--- src/sv/bdq_pkg.sv ---
// Shared types and codes for the bounded deque engine.
package bdq_pkg;

  // Command kind codes on the input channel
  localparam logic [2:0] KIND_PUSH_FRONT = 3'd0;
  localparam logic [2:0] KIND_PUSH_BACK  = 3'd1;
  localparam logic [2:0] KIND_POP_FRONT  = 3'd2;
  localparam logic [2:0] KIND_POP_BACK   = 3'd3;
  localparam logic [2:0] KIND_DUMP       = 3'd4;

  // Result status codes
  localparam logic [1:0] ST_ELEMENT    = 2'd0;
  localparam logic [1:0] ST_POP_EMPTY  = 2'd1;
  localparam logic [1:0] ST_PUSH_FULL  = 2'd2;

  // Command queue between front and back
  localparam int CMDQ_DEPTH = 4;
  localparam int CMDQ_AW    = 2;

  // Classified command
  typedef struct packed {
    logic               push;
    logic               pop;
    logic               at_back;
    logic               dump;
    logic signed [31:0] value;
  } cmd_t;

endpackage

--- src/sv/bounded_deque_engine.sv ---
// Top level of the bounded deque engine.
//
// Input channel (in_valid/in_ready, in_kind, in_value) carries one command per
// transaction: push front, push back, pop front, pop back or dump all. Unused
// kind codes are swallowed without effect.
// Result channel (out_valid/out_ready, out_status, out_element, out_last)
// carries error results and dumped elements, front to back, with out_last
// set on the final result of each command.
// A front end registers and classifies commands into a four-entry command
// queue; the back end executes one command at a time from that queue.
// A dump streams one element per cycle while the receiver keeps up, set by
// the single read port of the element memory. An error result passes the
// front-end holding register, the command queue, stage 1 and the output
// register; a dumped element also waits for the dump sequencer to start.
// Reset clears the pointers and the occupancy count; the storage itself is
// not cleared and needs no clearing pass. When the receiver stalls, results
// wait in the output register and a staging register, the back end halts
// on errors and dumps, and the command queue fills until in_ready drops.
module bounded_deque_engine #(
  parameter int DEPTH = 64
) (
  input  logic                clk,
  input  logic                rst_n,
  input  logic                in_valid,
  output logic                in_ready,
  input  logic [2:0]          in_kind,
  input  logic signed [31:0]  in_value,
  output logic                out_valid,
  input  logic                out_ready,
  output logic [1:0]          out_status,
  output logic signed [31:0]  out_element,
  output logic                out_last
);
  import bdq_pkg::*;

  logic fe_valid;
  logic fe_ready;
  cmd_t fe_cmd;
  logic q_valid;
  logic q_ready;
  cmd_t q_cmd;

  bdq_front u_front (
    .clk       (clk),
    .rst_n     (rst_n),
    .in_valid  (in_valid),
    .in_ready  (in_ready),
    .in_kind   (in_kind),
    .in_value  (in_value),
    .cmd_valid (fe_valid),
    .cmd_ready (fe_ready),
    .cmd       (fe_cmd)
  );

  bdq_cmd_fifo u_cmdq (
    .clk      (clk),
    .rst_n    (rst_n),
    .wr_valid (fe_valid),
    .wr_ready (fe_ready),
    .wr_cmd   (fe_cmd),
    .rd_valid (q_valid),
    .rd_ready (q_ready),
    .rd_cmd   (q_cmd)
  );

  bdq_back #(
    .DEPTH (DEPTH)
  ) u_back (
    .clk         (clk),
    .rst_n       (rst_n),
    .cmd_valid   (q_valid),
    .cmd_ready   (q_ready),
    .cmd         (q_cmd),
    .out_valid   (out_valid),
    .out_ready   (out_ready),
    .out_status  (out_status),
    .out_element (out_element),
    .out_last    (out_last)
  );

endmodule

--- src/sv/bdq_front.sv ---
// Front end: accepts input transactions, classifies them, drops unused kinds.
module bdq_front (
  input  logic                clk,
  input  logic                rst_n,
  input  logic                in_valid,
  output logic                in_ready,
  input  logic [2:0]          in_kind,
  input  logic signed [31:0]  in_value,
  output logic                cmd_valid,
  input  logic                cmd_ready,
  output bdq_pkg::cmd_t       cmd
);
  import bdq_pkg::*;

  logic  hold_v_r;
  logic  hold_v_nxt;
  cmd_t  hold_cmd_r;
  cmd_t  dec_cmd;
  logic  legal;

  // Decode the kind field
  always_comb begin
    dec_cmd       = '0;
    dec_cmd.value = in_value;
    legal         = 1'b1;
    case (in_kind)
      KIND_PUSH_FRONT: begin
        dec_cmd.push = 1'b1;
      end
      KIND_PUSH_BACK: begin
        dec_cmd.push    = 1'b1;
        dec_cmd.at_back = 1'b1;
      end
      KIND_POP_FRONT: begin
        dec_cmd.pop = 1'b1;
      end
      KIND_POP_BACK: begin
        dec_cmd.pop     = 1'b1;
        dec_cmd.at_back = 1'b1;
      end
      KIND_DUMP: begin
        dec_cmd.dump = 1'b1;
      end
      default: begin
        legal = 1'b0;
      end
    endcase
  end

  // Single holding register toward the command queue
  assign in_ready  = !hold_v_r || cmd_ready;
  assign cmd_valid = hold_v_r;
  assign cmd       = hold_cmd_r;

  always_comb begin
    hold_v_nxt = hold_v_r;
    if (in_valid && in_ready) begin
      hold_v_nxt = legal;
    end else if (cmd_ready) begin
      hold_v_nxt = 1'b0;
    end
  end

  always_ff @(posedge clk) begin
    if (!rst_n) begin
      hold_v_r <= 1'b0;
    end else begin
      hold_v_r <= hold_v_nxt;
    end
  end

  always_ff @(posedge clk) begin
    if (in_valid && in_ready && legal) begin
      hold_cmd_r <= dec_cmd;
    end
  end

endmodule

--- src/sv/bdq_cmd_fifo.sv ---
// Short command queue decoupling the front end from the back end.
module bdq_cmd_fifo (
  input  logic           clk,
  input  logic           rst_n,
  input  logic           wr_valid,
  output logic           wr_ready,
  input  bdq_pkg::cmd_t  wr_cmd,
  output logic           rd_valid,
  input  logic           rd_ready,
  output bdq_pkg::cmd_t  rd_cmd
);
  import bdq_pkg::*;

  cmd_t                 slot_r [CMDQ_DEPTH];
  logic [CMDQ_AW-1:0]   wr_ptr_r;
  logic [CMDQ_AW-1:0]   rd_ptr_r;
  logic [CMDQ_AW:0]     count_r;
  logic [CMDQ_AW:0]     count_nxt;
  logic                 do_wr;
  logic                 do_rd;

  assign wr_ready = count_r != (CMDQ_AW+1)'(CMDQ_DEPTH);
  assign rd_valid = count_r != '0;
  assign rd_cmd   = slot_r[rd_ptr_r];
  assign do_wr    = wr_valid && wr_ready;
  assign do_rd    = rd_valid && rd_ready;

  // Occupancy update
  always_comb begin
    count_nxt = count_r;
    if (do_wr && !do_rd) begin
      count_nxt = count_r + 1'b1;
    end else if (do_rd && !do_wr) begin
      count_nxt = count_r - 1'b1;
    end
  end

  always_ff @(posedge clk) begin
    if (!rst_n) begin
      wr_ptr_r <= '0;
      rd_ptr_r <= '0;
      count_r  <= '0;
    end else begin
      count_r <= count_nxt;
      if (do_wr) begin
        wr_ptr_r <= wr_ptr_r + 1'b1;
      end
      if (do_rd) begin
        rd_ptr_r <= rd_ptr_r + 1'b1;
      end
    end
  end

  always_ff @(posedge clk) begin
    if (do_wr) begin
      slot_r[wr_ptr_r] <= wr_cmd;
    end
  end

endmodule

--- src/sv/bdq_back.sv ---
// Back end: ring buffer storage, pointers, dump sequencer and result stages.
module bdq_back #(
  parameter int DEPTH = 64
) (
  input  logic                clk,
  input  logic                rst_n,
  input  logic                cmd_valid,
  output logic                cmd_ready,
  input  bdq_pkg::cmd_t       cmd,
  output logic                out_valid,
  input  logic                out_ready,
  output logic [1:0]          out_status,
  output logic signed [31:0]  out_element,
  output logic                out_last
);
  import bdq_pkg::*;

  localparam int IW = (DEPTH > 1) ? $clog2(DEPTH) : 1;
  localparam int CW = $clog2(DEPTH + 1);
  localparam int SW = CW + 1;

  logic signed [31:0] mem [DEPTH];
  logic signed [31:0] mem_rd_r;

  logic [IW-1:0] front_r;
  logic [CW-1:0] occ_r;
  logic [IW-1:0] rd_ptr_r;
  logic [CW-1:0] rem_r;
  logic          dump_busy_r;

  logic          s1_v_r;
  logic [1:0]    s1_status_r;
  logic          s1_last_r;

  logic          out_v_r;
  logic [1:0]    out_status_r;
  logic signed [31:0] out_element_r;
  logic          out_last_r;

  logic          full;
  logic          empty;
  logic          is_err;
  logic          out_free;
  logic          s1_free;
  logic          take;
  logic          rd_en;
  logic          wr_en;
  logic [IW-1:0] wr_addr;
  logic [IW-1:0] front_dec;
  logic [IW-1:0] front_inc;
  logic [IW-1:0] back_slot;
  logic [SW-1:0] back_sum;

  function automatic logic [IW-1:0] ring_inc(input logic [IW-1:0] p);
    return (p == IW'(DEPTH - 1)) ? '0 : p + 1'b1;
  endfunction

  function automatic logic [IW-1:0] ring_dec(input logic [IW-1:0] p);
    return (p == '0) ? IW'(DEPTH - 1) : p - 1'b1;
  endfunction

  // Ring arithmetic for the current command
  assign front_inc = ring_inc(front_r);
  assign front_dec = ring_dec(front_r);
  assign back_sum  = SW'(front_r) + SW'(occ_r);
  assign back_slot = (back_sum >= SW'(DEPTH)) ? IW'(back_sum - SW'(DEPTH)) : IW'(back_sum);

  assign full  = occ_r == CW'(DEPTH);
  assign empty = occ_r == '0;

  // Issue control
  assign is_err    = (cmd.push && full) || (cmd.pop && empty);
  assign out_free  = !out_v_r || out_ready;
  assign s1_free   = !s1_v_r || out_free;
  assign cmd_ready = !dump_busy_r && (!is_err || s1_free);
  assign take      = cmd_valid && cmd_ready;
  assign rd_en     = dump_busy_r && s1_free;
  assign wr_en     = take && cmd.push && !full;
  assign wr_addr   = cmd.at_back ? back_slot : front_dec;

  // Deque pointers and dump sequencer
  always_ff @(posedge clk) begin
    if (!rst_n) begin
      front_r     <= '0;
      occ_r       <= '0;
      dump_busy_r <= 1'b0;
      rd_ptr_r    <= '0;
      rem_r       <= '0;
    end else begin
      if (take && !is_err) begin
        if (cmd.push) begin
          occ_r <= occ_r + 1'b1;
          if (!cmd.at_back) begin
            front_r <= front_dec;
          end
        end else if (cmd.pop) begin
          occ_r <= occ_r - 1'b1;
          if (!cmd.at_back) begin
            front_r <= front_inc;
          end
        end else if (cmd.dump && !empty) begin
          dump_busy_r <= 1'b1;
          rd_ptr_r    <= front_r;
          rem_r       <= occ_r;
        end
      end
      if (rd_en) begin
        rd_ptr_r <= ring_inc(rd_ptr_r);
        rem_r    <= rem_r - 1'b1;
        if (rem_r == CW'(1)) begin
          dump_busy_r <= 1'b0;
        end
      end
    end
  end

  // Element storage, registered read
  always_ff @(posedge clk) begin
    if (wr_en) begin
      mem[wr_addr] <= cmd.value;
    end
    if (rd_en) begin
      mem_rd_r <= mem[rd_ptr_r];
    end
  end

  // Stage 1: result tag alongside the memory read data
  always_ff @(posedge clk) begin
    if (!rst_n) begin
      s1_v_r <= 1'b0;
    end else if (rd_en || (take && is_err)) begin
      s1_v_r <= 1'b1;
    end else if (out_free) begin
      s1_v_r <= 1'b0;
    end
  end

  always_ff @(posedge clk) begin
    if (rd_en) begin
      s1_status_r <= ST_ELEMENT;
      s1_last_r   <= rem_r == CW'(1);
    end else if (take && is_err) begin
      s1_status_r <= cmd.push ? ST_PUSH_FULL : ST_POP_EMPTY;
      s1_last_r   <= 1'b1;
    end
  end

  // Output register
  always_ff @(posedge clk) begin
    if (!rst_n) begin
      out_v_r <= 1'b0;
    end else if (out_free) begin
      out_v_r <= s1_v_r;
    end
  end

  always_ff @(posedge clk) begin
    if (out_free && s1_v_r) begin
      out_status_r  <= s1_status_r;
      out_element_r <= (s1_status_r == ST_ELEMENT) ? mem_rd_r : '0;
      out_last_r    <= s1_last_r;
    end
  end

  assign out_valid   = out_v_r;
  assign out_status  = out_status_r;
  assign out_element = out_element_r;
  assign out_last    = out_last_r;

endmodule

--- config.mk ---
export PLATFORM = sky130hd
export DESIGN_NAME = bounded_deque_engine
export DESIGN_NICKNAME = d
export VERILOG_FILES = /design/src/sv/bdq_pkg.sv /design/src/sv/bounded_deque_engine.sv /design/src/sv/bdq_front.sv /design/src/sv/bdq_cmd_fifo.sv /design/src/sv/bdq_back.sv
export SDC_FILE = /design/constraint.sdc
export NUM_CORES = 2
export LEC_CHECK = 0
export BUFFER_PORTS_ARGS = -buffer_cell sky130_fd_sc_hd__buf_2
export CAP_MARGIN = 20
export CORE_UTILIZATION = 50
export CTS_CLUSTER_SIZE = 30
export DETAILED_ROUTE_END_ITERATION = 10
export GPL_TIMING_DRIVEN = 0
export PLACE_DENSITY_LB_ADDON = 0.3
export RECOVER_POWER = 25
export SLEW_MARGIN = 20
export SYNTH_ARGS = -nofsm -noshare
export SYNTH_HDL_FRONTEND = slang
export SYNTH_HIERARCHICAL = 1
export SYNTH_SLANG_ARGS = --single-unit
--- constraint.sdc ---
create_clock -name clk -period 7.3 [get_ports clk]
set_input_delay 1.46 -clock clk [delete_from_list [all_inputs] [get_ports clk]]
set_output_delay 1.46 -clock clk [all_outputs]
set_load 0.02 [all_outputs]
# --- After elaboration in Yosys (flattened, before gate mapping) ---
# Memories as Yosys holds them, arrays and structs flattened. A register that Yosys moved wholly into a read port is not among the register bits.
# Cells that the tools add are included.
op_classes:
  n_addsub: 12
  n_lt_le_gt_ge: 1
  n_eq_ne: 13
  n_mux: 47
  reduce_logical: 50
op_table:
  columns: ["cell", "n"]
  rows:
  - ["2-to-1 mux 6 bit", 14]
  - ["2-to-1 mux 7 bit", 7]
  - ["2-to-1 mux 1 bit", 21]
  - ["logical AND 1 bit", 16]
  - ["nonzero test 2 bit", 7]
  - ["subtractor 7 x 1 -> 7 bit, second input constant", 2]
  - ["adder 6 x 1 -> 6 bit, second input constant", 2]
  - ["equality test 6 bit, second input constant", 2]
  - ["subtractor 6 x 1 -> 6 bit, second input constant", 2]
  - ["zero test 1 bit", 9]
  - ["adder 6 x 7 -> 8 bit", 1]
  - ["greater-or-equal comparator 8 x 7 -> 1 bit, second input constant", 1]
  - ["!= test 2 bit, second input constant", 4]
  - ["AND reduction 4 bit", 2]
  - ["adder 7 x 1 -> 7 bit, second input constant", 1]
  - ["equality test 7 x 1 -> 1 bit, second input constant", 1]
  - ["equality test 7 bit, second input constant", 1]
  - ["zero test 7 bit", 1]
  - ["equality test 3 x 2 -> 1 bit, second input constant", 2]
  - ["zero test 6 bit", 1]
  - ["logical OR 1 bit", 6]
  - ["2-to-1 mux 2 bit", 3]
  - ["2-to-1 mux 3 bit", 2]
  - ["OR reduction 2 bit", 3]
  - ["11 further kinds", 12]
word_totals:
  regBits: 111
  ram_bits: 2192
  output_inout_bits: 37
  wordCells: 146
  mem_count: 2
memory_table:
  columns: ["name", "depth", "word_bits", "read_ports", "rd_ports_with_merged_regs", "write_ports", "line", "text"]
  rows:
  - ["u_back.mem", 64, 32, 1, 1, 1, "bdq_back.sv:22", "logic signed [31:0] mem [DEPTH];"]
  - ["u_cmdq.slot_r", 4, 36, 1, 1, 1, "bdq_cmd_fifo.sv:14", "cmd_t slot_r [CMDQ_DEPTH];"]

# --- Depth between registers and ports, before layout ---
logic_depth:
  ltp_word: 11
  depth_mapped: 13

# --- Cells and area by module ---
# The synthesis kept the hierarchy.
modules_own_cells:
  columns: ["mod", "instances", "cells_per_inst", "area_per_inst_um2", "seq_area_each_um2"]
  rows:
  - ["bdq_back", 1, 3746, 83339.9, 64161.5]
  - ["bdq_cmd_fifo", 1, 236, 5744.3, 4504.3]
  - ["bdq_front", 1, 46, 1161.1, 1101.1]

# --- Least setup slack after synthesis ---
# No wires, ideal clock.
synth_timing:
  kind: "input -> register"
  from: "input out_ready"
  to: "memory u_back.mem[15][0] (enable)"
  arrival_time_ps: 5736
  t_required_ps: 6798
  path_slack_ps: 1063
  cell_stages: 5
  path_cell_list: "and3b_1 -> a21o_1 -> a2111oi_2 -> nand2_1 -> nor4_1"
synth_via:
  elab_chain_len: 9
synth_lines:
  columns: ["element", "line", "text"]
  rows:
  - ["from (decl)", "bounded_deque_engine.sv:29", "input logic out_ready,"]
  - ["logical OR 1 bit", "bdq_back.sv:73", "assign out_free = !out_v_r || out_ready;"]
  - ["logical OR 1 bit", "bdq_back.sv:74", "assign s1_free = !s1_v_r || out_free;"]
  - ["logical OR 1 bit", "bdq_back.sv:75", "assign cmd_ready = !dump_busy_r && (!is_err || s1_free);"]
  - ["logical AND 1 bit", "bdq_back.sv:75", null]
  - ["logical AND 1 bit", "bdq_back.sv:76", "assign take = cmd_valid && cmd_ready;"]
  - ["logical AND 1 bit (2 in series)", "bdq_back.sv:78", "assign wr_en = take && cmd.push && !full;"]
  - ["2-to-1 mux 1 bit", "bdq_back.sv:119", "if (wr_en) begin"]
  - ["2-to-1 mux 1 bit (implied by the code)", "bdq_back.sv:120", "mem[wr_addr] <= cmd.value;"]
  - ["to (decl)", "bdq_back.sv:22", null]
# Every way passes these cells.

==> results.py <==
metrics = {
    "route": {
        "drt-total-wl_um": 267000,
        "drt_first_pass_iters": 8,
        "drt_first_iter_violations": 7504,
        "via_count": 48700,
        "postRouteAntennaNets": 1,
        "drc": 0,
        "average_via_count_per_standard_cell": 6.67,
        "post_drt_wl_per_cell_um": 36.5,
    },
    "final_layout": {
        "layout-area-overhead-vs-synth_pct": 16.0,
        "n_fill_cell": 12600,
        "finalNetCount": 4811,
        "layout.cells.most_common_list": "2296 x sky130_fd_sc_hd__edfxtp_1, 540 x sky130_fd_sc_hd__mux4_2, 333 x sky130_fd_sc_hd__buf_2",
        "mostFrequentLayoutCell": "sky130_fd_sc_hd__edfxtp_1",
        "post-route-util_pct": 58.6,
        "final_layout_size_suffix_gt1_share_pct": 31.8,
        "finish.cell_count_without_fillers": 7300,
    },
    "place": {
        "place.gp.congestion": 0.884,
        "numPortBuffers": 75,
        "dp.cells": 6879,
        "dp.final_hpwl_um": 188000,
    },
    "floorplan": {
        "design.portCount": 76,
        "initial_utilization_pct": 50.5,
        "vertical_die_dimension_um": 427,
        "die-width_um": 427,
        "core_area_mm2": 0.179,
        "rows": 155,
        "die_area_mm2": 0.182,
    },
    "sta": {
        "worst_slew_pin_slew_ps": 3890,
        "fin_clk_skew_ps": 47.4,
        "finalWorstPathRequiredPeriod_ps": 5950,
        "clock.fmax_mhz": 168,
        "grt_setup_unrepaired": "no",
        "final_setup_viols": 0,
        "finalMaxSlewViolations": 482,
        "final-hold-violation-count": 0,
        "slew_headroom_pct": -159,
        "timing.final.crit_share_pct": 81.5,
    },
    "critical_path": {
        "worst_ep_arrival_time_ps": 6520,
        "cp_num_buf_inv": 8,
        "startpoint_type": "flip-flop",
        "worstPathMaxFanout": 10,
        "cp.depth": 13,
        "critical-path-top-cell-by-count": "sky130_fd_sc_hd__buf_2",
        "rrSetupSlack_ps": 1350,
        "crit_path_cell_trace": "clkbuf_1 -> buf_12 -> mux4_2 -> a211o_1 -> a221oi_1 -> nand2_1 -> nor4_2 -> buf_4 -> buf_2 -> buf_4 -> buf_2 -> buf_2 -> buf_2",
        "critical_path.slowest_cell": "sky130_fd_sc_hd__clkbuf_1",
        "worst-setup-path-type": "flip-flop to flip-flop",
        "rr_worst_depth": 13,
        "endpoint_kind": "flip-flop",
        "worst_ep_required_time_ps": 7870,
        "largest_delay_contributor_family_on_the_critical_path": "buffers and inverters",
        "cp_slowest_stage_delay_ps": 680,
    },
    "logic_synthesis": {
        "yosys.cell_types.count": 81,
        "synth_area_leaders": "sky130_fd_sc_hd__edfxtp_1 76%, sky130_fd_sc_hd__mux4_2 14%, sky130_fd_sc_hd__mux2i_1 2.0%",
        "synth_sequential_area_ratio_pct": 77.3,
        "yosysWarningCount": 6,
        "ys_ff_latch": 2337,
        "synth.largest_area_cell": "sky130_fd_sc_hd__edfxtp_1",
        "synthArstFlopShare_pct": 0,
        "syn-num-nets": 4091,
        "synthCells": 4028,
        "synthesis.area_per_instance_um2": 22.4,
        "synth_enable_flop_cells": 2296,
        "ys.flop_type": "sky130_fd_sc_hd__edfxtp_1",
        "synth_top_cell_area_share_pct": 76.4,
        "synthesized_area_mm2": 0.0902,
    },
    "hold_path": {
        "timing.hold.worst.class": "flip-flop to flip-flop",
        "timing.hold.worst_path_depth": 0,
        "worst_hold_startpoint": "u_back/s1_status_r[0]",
    },
    "grt": {
        "maximum_number_of_pins_on_one_net_before_global_route_repair": 65,
        "grt.overflow.total": 0,
        "grt_pass1_vias": 46700,
        "grt_first_pass_wirelength_um": 365000,
        "antenna_violations_before_repair": 12,
        "gr-usage-all-layers_pct": 29.5,
    },
    "clock_network": {
        "ctsLongestPathBuffers": 3,
        "postCtsResizedCells": 0,
        "cts_setup_buffers": 0,
        "tritoncts_num_sinks": 2337,
        "cts-buffers-inserted": 220,
        "clock_latency_ps": 870,
        "worst_setup_hold_path_clk_slew_ps": 60,
        "clock_tree_from_tritoncts": "yes",
        "cts_hold_buffers": 0,
        "cts-root-buf": "sky130_fd_sc_hd__clkbuf_16",
        "clock_tree.htree_level_count": 4,
    },
    "job": {
        "max_cap_viol_count": 13,
    },
    "outcome": {
        "status": "finished with violations",
        "violations": "antenna violations, max-capacitance violations, max-slew violations",
    },
    "power": {
        "p_per_area_mw_per_mm2": 347,
        "static-leakage-power_uw": 0.0330,
        "peakVddDrop_mv": 0.347,
    },
}
cells by family after synthesis:
logic type / count (synthesis) / synth area share [%]
AO/OA/AOI/OAI: 337 / 2.78
XOR/XNOR: 16 / 0.155
adder cells (fa/ha/maj): 24 / 0.358
buffers and inverters: 238 / 1.46
flip-flops: 2337 / 77.3
multiplexers: 743 / 16.0
AND/OR/NAND/NOR: 333 / 1.92
final timing paths:
path / end
max: u_back/mem[2][25]
min: u_back/out_status[0]
max reg2reg: u_back/mem[2][25]
min reg2reg: u_back/out_status[0]
registers in the layout (all words and copies together) (netlist names), 3 cells and up, named ones only:
name and flops:
u_front/cmd 36, u_back/mem 2048, u_back/rem_r 7, u_back/occ_r 7
u_cmdq/count_r 3, u_back/mem_rd_r 32, u_back/rd_ptr_r 6, u_back/front_r 6
u_cmdq/slot_r 144, u_back/out_element 32
layer usage:
layer  part of all wire (%)  up-vias  wire length (µm)  GRT usage (%)
li1                       -    18600                 -              -
met1                     35    25500             93200           39.6
met2                     45     3790            120000           44.2
met3                     14      736             36900           8.31
met4                    6.3       10             16700           15.2
met5                  0.026        -                69              0
area by class of cell:
| cell class | instances | area, µm² | share of cell area [%] |
|---|---|---|---|
| timing repair buffer | 498 | 3690 | 3.52 |
| sequential | 2337 | 69800 | 66.6 |
| clock inverter | 138 | 1450 | 1.38 |
| antenna | 10 | 25.0 | 0.0239 |
| tap | 2355 | 2950 | 2.81 |
| clock buffer | 271 | 5730 | 5.47 |
| multi-input combinational | 1453 | 19800 | 18.9 |
| inverter | 19 | 71.3 | 0.0681 |
| buffer | 219 | 1220 | 1.17 |
worst register-to-register path, stage by stage (launching register included):
cell                       delay (ps)
sky130_fd_sc_hd__dfxtp_1          310
sky130_fd_sc_hd__clkbuf_1         680
sky130_fd_sc_hd__buf_12           250
sky130_fd_sc_hd__mux4_2           610
sky130_fd_sc_hd__a211o_1          270
sky130_fd_sc_hd__a221oi_1         680
sky130_fd_sc_hd__nand2_1          680
sky130_fd_sc_hd__nor4_2           650
sky130_fd_sc_hd__buf_4            290
sky130_fd_sc_hd__buf_2            260
sky130_fd_sc_hd__buf_4            220
sky130_fd_sc_hd__buf_2            260
sky130_fd_sc_hd__buf_2            260
sky130_fd_sc_hd__buf_2            250
Yosys cell counts (23+ instances only):
cell type and instances:
sky130_fd_sc_hd__dfxtp_1 41, sky130_fd_sc_hd__nor4_1 38, sky130_fd_sc_hd__edfxtp_1 2296, sky130_fd_sc_hd__a211oi_1 39, sky130_fd_sc_hd__nand3_1 23, sky130_fd_sc_hd__o221ai_1 40
sky130_fd_sc_hd__nor3_1 23, sky130_fd_sc_hd__a21oi_1 48, sky130_fd_sc_hd__mux2i_1 177, sky130_fd_sc_hd__nand2_1 74, sky130_fd_sc_hd__o22ai_1 39, sky130_fd_sc_hd__clkbuf_1 86
sky130_fd_sc_hd__nor2_1 57, sky130_fd_sc_hd__mux4_2 553, sky130_fd_sc_hd__and2_1 42, sky130_fd_sc_hd__a22oi_1 30, sky130_fd_sc_hd__o21ai_0 24, sky130_fd_sc_hd__buf_2 68
power by group:
part	internal [µW]	switching, µW	total [µW]	leakage (µW)
sequential	16900	195	17100	0.0210
combinational	2350	5570	7920	0.00853
clock	6340	4990	11300	0.00348
metrics by stage:
step / cell area, µm² / power [µW] / worst slack [ps] / TNS [ps] / hold WS (ps)
global route: 105000 / 37200 / 1230 / 0 / 458
CTS: 105000 / 36400 / 2010 / 0 / 463
detailed placement: 97800 / 25200 / 1610 / 0 / 449
global placement: 93600 / 24400 / -6630 / -8263300 / 442
floorplan: 90200 / 21700 / 1060 / 0 / 400
finish: 105000 / 36400 / 1350 / 0 / 455
No activity file was read; power rests on OpenSTA's default activity.
